### config.mk
export PLATFORM = sky130hd
export DESIGN_NAME = mfrb_cell
export DESIGN_NICKNAME = d
export VERILOG_FILES = /design/src/hdl/mfrb_pkg.sv /design/src/hdl/mfrb_cell.sv
export SDC_FILE = /design/constraint.sdc
export NUM_CORES = 1
export LEC_CHECK = 0
export ABC_AREA = 0
export BUFFER_PORTS_ARGS = -buffer_cell sky130_fd_sc_hd__buf_4
export CORE_MARGIN = 2
export CORE_UTILIZATION = 43
export CTS_CLUSTER_SIZE = 40
export DETAILED_ROUTE_END_ITERATION = 10
export GPL_TIMING_DRIVEN = 1
export PLACE_DENSITY = 0.76
export SYNTH_ARGS = -nofsm -noshare
export SYNTH_HDL_FRONTEND = slang
export SYNTH_SLANG_ARGS = --single-unit
export TNS_END_PERCENT = 20
### constraint.sdc
create_clock -name clock -period 2.35 [get_ports clock]
set_input_delay 0.47 -clock clock [delete_from_list [all_inputs] [get_ports clock]]
set_output_delay 0.47 -clock clock [all_outputs]
set_load 0.02 [all_outputs]
### src/hdl/mfrb_pkg.sv
// shared types and constants of the median filter core
// no dependencies

package mfrb_pkg;

   // configuration register indexes
   localparam logic [1:0] REG_IMG_WIDTH   = 2'd0;
   localparam logic [1:0] REG_IMG_HEIGHT  = 2'd1;
   localparam logic [1:0] REG_KERNEL_SIZE = 2'd2;

   // request codes
   localparam logic REQ_PIXEL = 1'b0;
   localparam logic REQ_DRAIN = 1'b1;

   // reset values of the configuration registers
   localparam logic [10:0] IMG_WIDTH_RST   = 11'd1024;
   localparam logic [12:0] IMG_HEIGHT_RST  = 13'd4096;
   localparam logic [2:0]  KERNEL_SIZE_RST = 3'd3;

   localparam logic [7:0] PIX_MIN = 8'd0;
   localparam logic [7:0] PIX_MAX = 8'd255;

   typedef struct packed {
      logic       req_type;
      logic [7:0] pixel_in;
   } mfrb_req_type;

   typedef struct packed {
      logic [7:0]  median_out;
      logic [9:0]  out_col;
      logic [11:0] out_row;
      logic        frame_last;
   } mfrb_rsp_type;

   // link between neighbouring sorter cells
   typedef struct packed {
      logic       valid;
      logic       gt;
      logic [7:0] value;
   } mfrb_link_type;

   typedef enum logic [2:0] {
      ST_IDLE,
      ST_CHECK,
      ST_PAD,
      ST_GATHER,
      ST_FLUSH,
      ST_EMIT
   } mfrb_state_type;

endpackage

### src/hdl/mfrb_cell.sv
// one cell of the insertion sorting chain
// depends on mfrb_pkg

module mfrb_cell (
   input  logic                  clock,
   input  logic                  clear,
   input  logic                  ins_valid,
   input  logic [7:0]            ins_data,
   input  mfrb_pkg::mfrb_link_type prev_link,
   output mfrb_pkg::mfrb_link_type own_link
);
   import mfrb_pkg::*;

   logic       valid_ff, valid_in;
   logic [7:0] value_ff, value_in;
   logic       gt;

   // empty cells count as larger than anything
   assign gt = !valid_ff || (value_ff > ins_data);

   // take the new value or the lower neighbour's, else hold
   always_comb begin
      valid_in = valid_ff;
      value_in = value_ff;
      if (clear) begin
         valid_in = 1'b0;
      end else if (ins_valid && gt) begin
         if (prev_link.gt) begin
            valid_in = prev_link.valid;
            value_in = prev_link.value;
         end else begin
            valid_in = 1'b1;
            value_in = ins_data;
         end
      end
   end

   always_ff @(posedge clock) begin
      value_ff <= value_in;
      if (clear) begin
         valid_ff <= 1'b0;
      end else begin
         valid_ff <= valid_in;
      end
   end

   assign own_link = '{valid: valid_ff, gt: gt, value: value_ff};

endmodule

==> metrics.txt <==
Synth Net Count=91; area grow syn2layout=43.1%; Setup crit end=own_link[8]; hold path cells=2; Multi-input gate area=304 sq um; H-tree depth=1; Overflow after GRT=0; R2R depth=6; main area contributors after synthesis=edfxtp_1 (40%), ha_1 (17%), o21ai_0 (5.8%); number of synthesis warnings=0; num ports=31; initial core utilization=0.464; Critical Path Start=value_ff[1]$_DFFE_PP_; Num Clock Sinks=9; Clock Tree Root=clkbuf_4; Storage cell area=260 sq um; die area=1720 sq um; minimum clock period=2.29 ns; Final Cell Area=865 sq um; hpwl dp=1040 microns; Routed WL per cell=11.8 microns; vias after detailed routing=528; clk_skew=0.00537 ns; Post-DP Area=830 sq um; GP Congestion=0.824; Compound-Gate Fraction of Synth Area=0.151; # diodes=0; r2r startpoint=value_ff[1]$_DFFE_PP_; Post-Route WL=1270 microns; CP Depth=7; cell accounting for the most synthesized area=edfxtp_1; die width=41.5 microns; Worst-path clk slew=0.07 ns; Rel. slew slack=0.458; post-layout net count=123; syn avg cell area=9.75 sq um; Post-Synth Simple-Gate Area=0.153; clk_lat worst skew=0.26 ns; Async SR Flop Fraction=0; critical path type=reg2out; drt drc=0; total CTS buffers=3; register bit count reported by yosys=9; vias in the first global route=549; Pre-antenna DRT Iters=4; Initial DRC Count=8; WP data arrival=1.82 ns; crit-path leading delay family=compound AO/OA/AOI/OAI gates; Yosys top cell area share=0.398; clk buf depth=2; Antenna Nets Post-Route=0; layout filler cell count=112; CP max stage cell=edfxtp_1; chain of cells forming the critical path=ha_1 -> nor2b_1 -> o211ai_1 -> a21oi_2 -> o31ai_2 -> nand2_1 -> buf_4; Critical Path Source Type=register; RSZ-0062 raised after global routing=yes; internal reg-to-reg setup slack=0.12 ns; Fin. Hold Viols=0; CTS tree=done; hold buffers post-CTS=0; mux contribution to synthesized area=0.0186; Final Slew Violations=0; cell row count=13; largest net degree at the start of global routing=18; Pwr per Cell Area=481 nW/um^2; CP peak stage delay=0.40 ns; period utilization=0.972; most frequent cells after synthesis=edfxtp_1 (8), ha_1 (8), inv_1 (8), nand2_1 (8), o21ai_0 (7); IO Port Bufs=30; Total GRT Usage=0.160; Crit Path Max Fanout=2; Cell Area, Synth=604 sq um; share of layout cells above drive strength 1=0.398; worst reg2reg path endpoint=value_ff[6]$_DFFE_PP_; Max Freq=438 MHz; XOR/XNOR Fraction of Synth Area=0; class of the worst hold path=in2reg; CP endpoint kind=output pin; max-cap violation count=0; hold_ws=0.382 ns; # setup viols final=0; Synth cell types=21; Chip Height=41.5 microns; Worst-Margin Slew=0.812 ns; worst path buffer plus inverter count=1; initial antenna violation count=0; status=complete, no violations; Post-CTS Resized=0; top_reg_cell synth=edfxtp_1; WP data required=1.88 ns; Seq/Total Area, Yosys=0.431; Synth Instances=62; postcts setup bufs=0; Post-synth EDFFs=8; post-synthesis adder-cell area fraction=0.166; global-route wire length before repair=2120 microns; Core ar.=1300 sq um; Worst VDD drop=0.000307 V; largest family of logic cells by synthesized area=adder cells; Leakage=0.000411 uW; Vias/cell=4.89
-- state kept, by name (all words and copies together) (netlist names) --
signal	count
valid_ff	1
value_ff	8
-- worst min path at each step --
stage / start / to
2_1_floorplan: valid_ff$_SDFFE_PP0P_ / valid_ff$_SDFFE_PP0P_
3_3_place_gp: valid_ff$_SDFFE_PP0P_ / valid_ff$_SDFFE_PP0P_
3_5_place_dp: valid_ff$_SDFFE_PP0P_ / valid_ff$_SDFFE_PP0P_
4_1_cts: clear / valid_ff$_SDFFE_PP0P_
5_1_grt: clear / valid_ff$_SDFFE_PP0P_
6_report: clear / valid_ff$_SDFFE_PP0P_
-- report_power, final --
part	leakage (uW)	internal, uW	switching [uW]	total (uW)
clock	0.0000150	65.4	54.2	120
combinational	0.000313	54.3	50.6	105
sequential	0.0000834	186	5.24	191
-- layout make-up --
class                   count  area share
multi-input cells          42       0.352
flip-flops and latches      9       0.301
repair buffers             30       0.260
inverters                   8      0.0347
clock buffers               4      0.0304
well taps                  15      0.0217
-- per-stage QoR --
step | setup WS, ns | power [uW] | instances | setup TNS, ns | utilization
final | 0.0648 | 416 | 108 | 0 | 0.664
after global placement | -0.0490 | 296 | 104 | -0.391 | 0.638
after global routing | -0.0490 | 443 | 108 | -0.357 | 0.664
after detailed placement | -0.130 | 298 | 104 | -1.04 | 0.638
after floorplan | 0.242 | 251 | 62 | 0 | -
after CTS | -0.00889 | 421 | 108 | -0.00889 | 0.658
-- cells in the final DEF (no fill, tap or decap), drive strengths merged --
cell and n:
a21boi 1, a21oi 5, and4b 1, buf 30
clkbuf 4, dfxtp 1, edfxtp 8, ha 8
inv 8, mux2 1, nand2 8, nand2b 2
nand3 1, nand4 2, nor2b 1, nor3 1
o211ai 1, o21ai 7, o31a 1, o31ai 1
or2 1
-- layer usage --
metal / vias to the layer above / global-route usage / part of all wire
met1: 229 / 0.181 / 0.43
met5: - / 0 / 0
met3: 2 / 0.0304 / 0.039
li1: 282 / - / -
met4: 0 / 0.0774 / 0.010
met2: 15 / 0.284 / 0.52
-- kinds of logic after synthesis --
kind of cell,Yosys count
AOI/OAI and AO/OA,16
adders and majority gates,8
and+or+nand+nor,17
buffers and inverters,11
DFF,9
muxes,1
(Power assumes the default switching activity.)
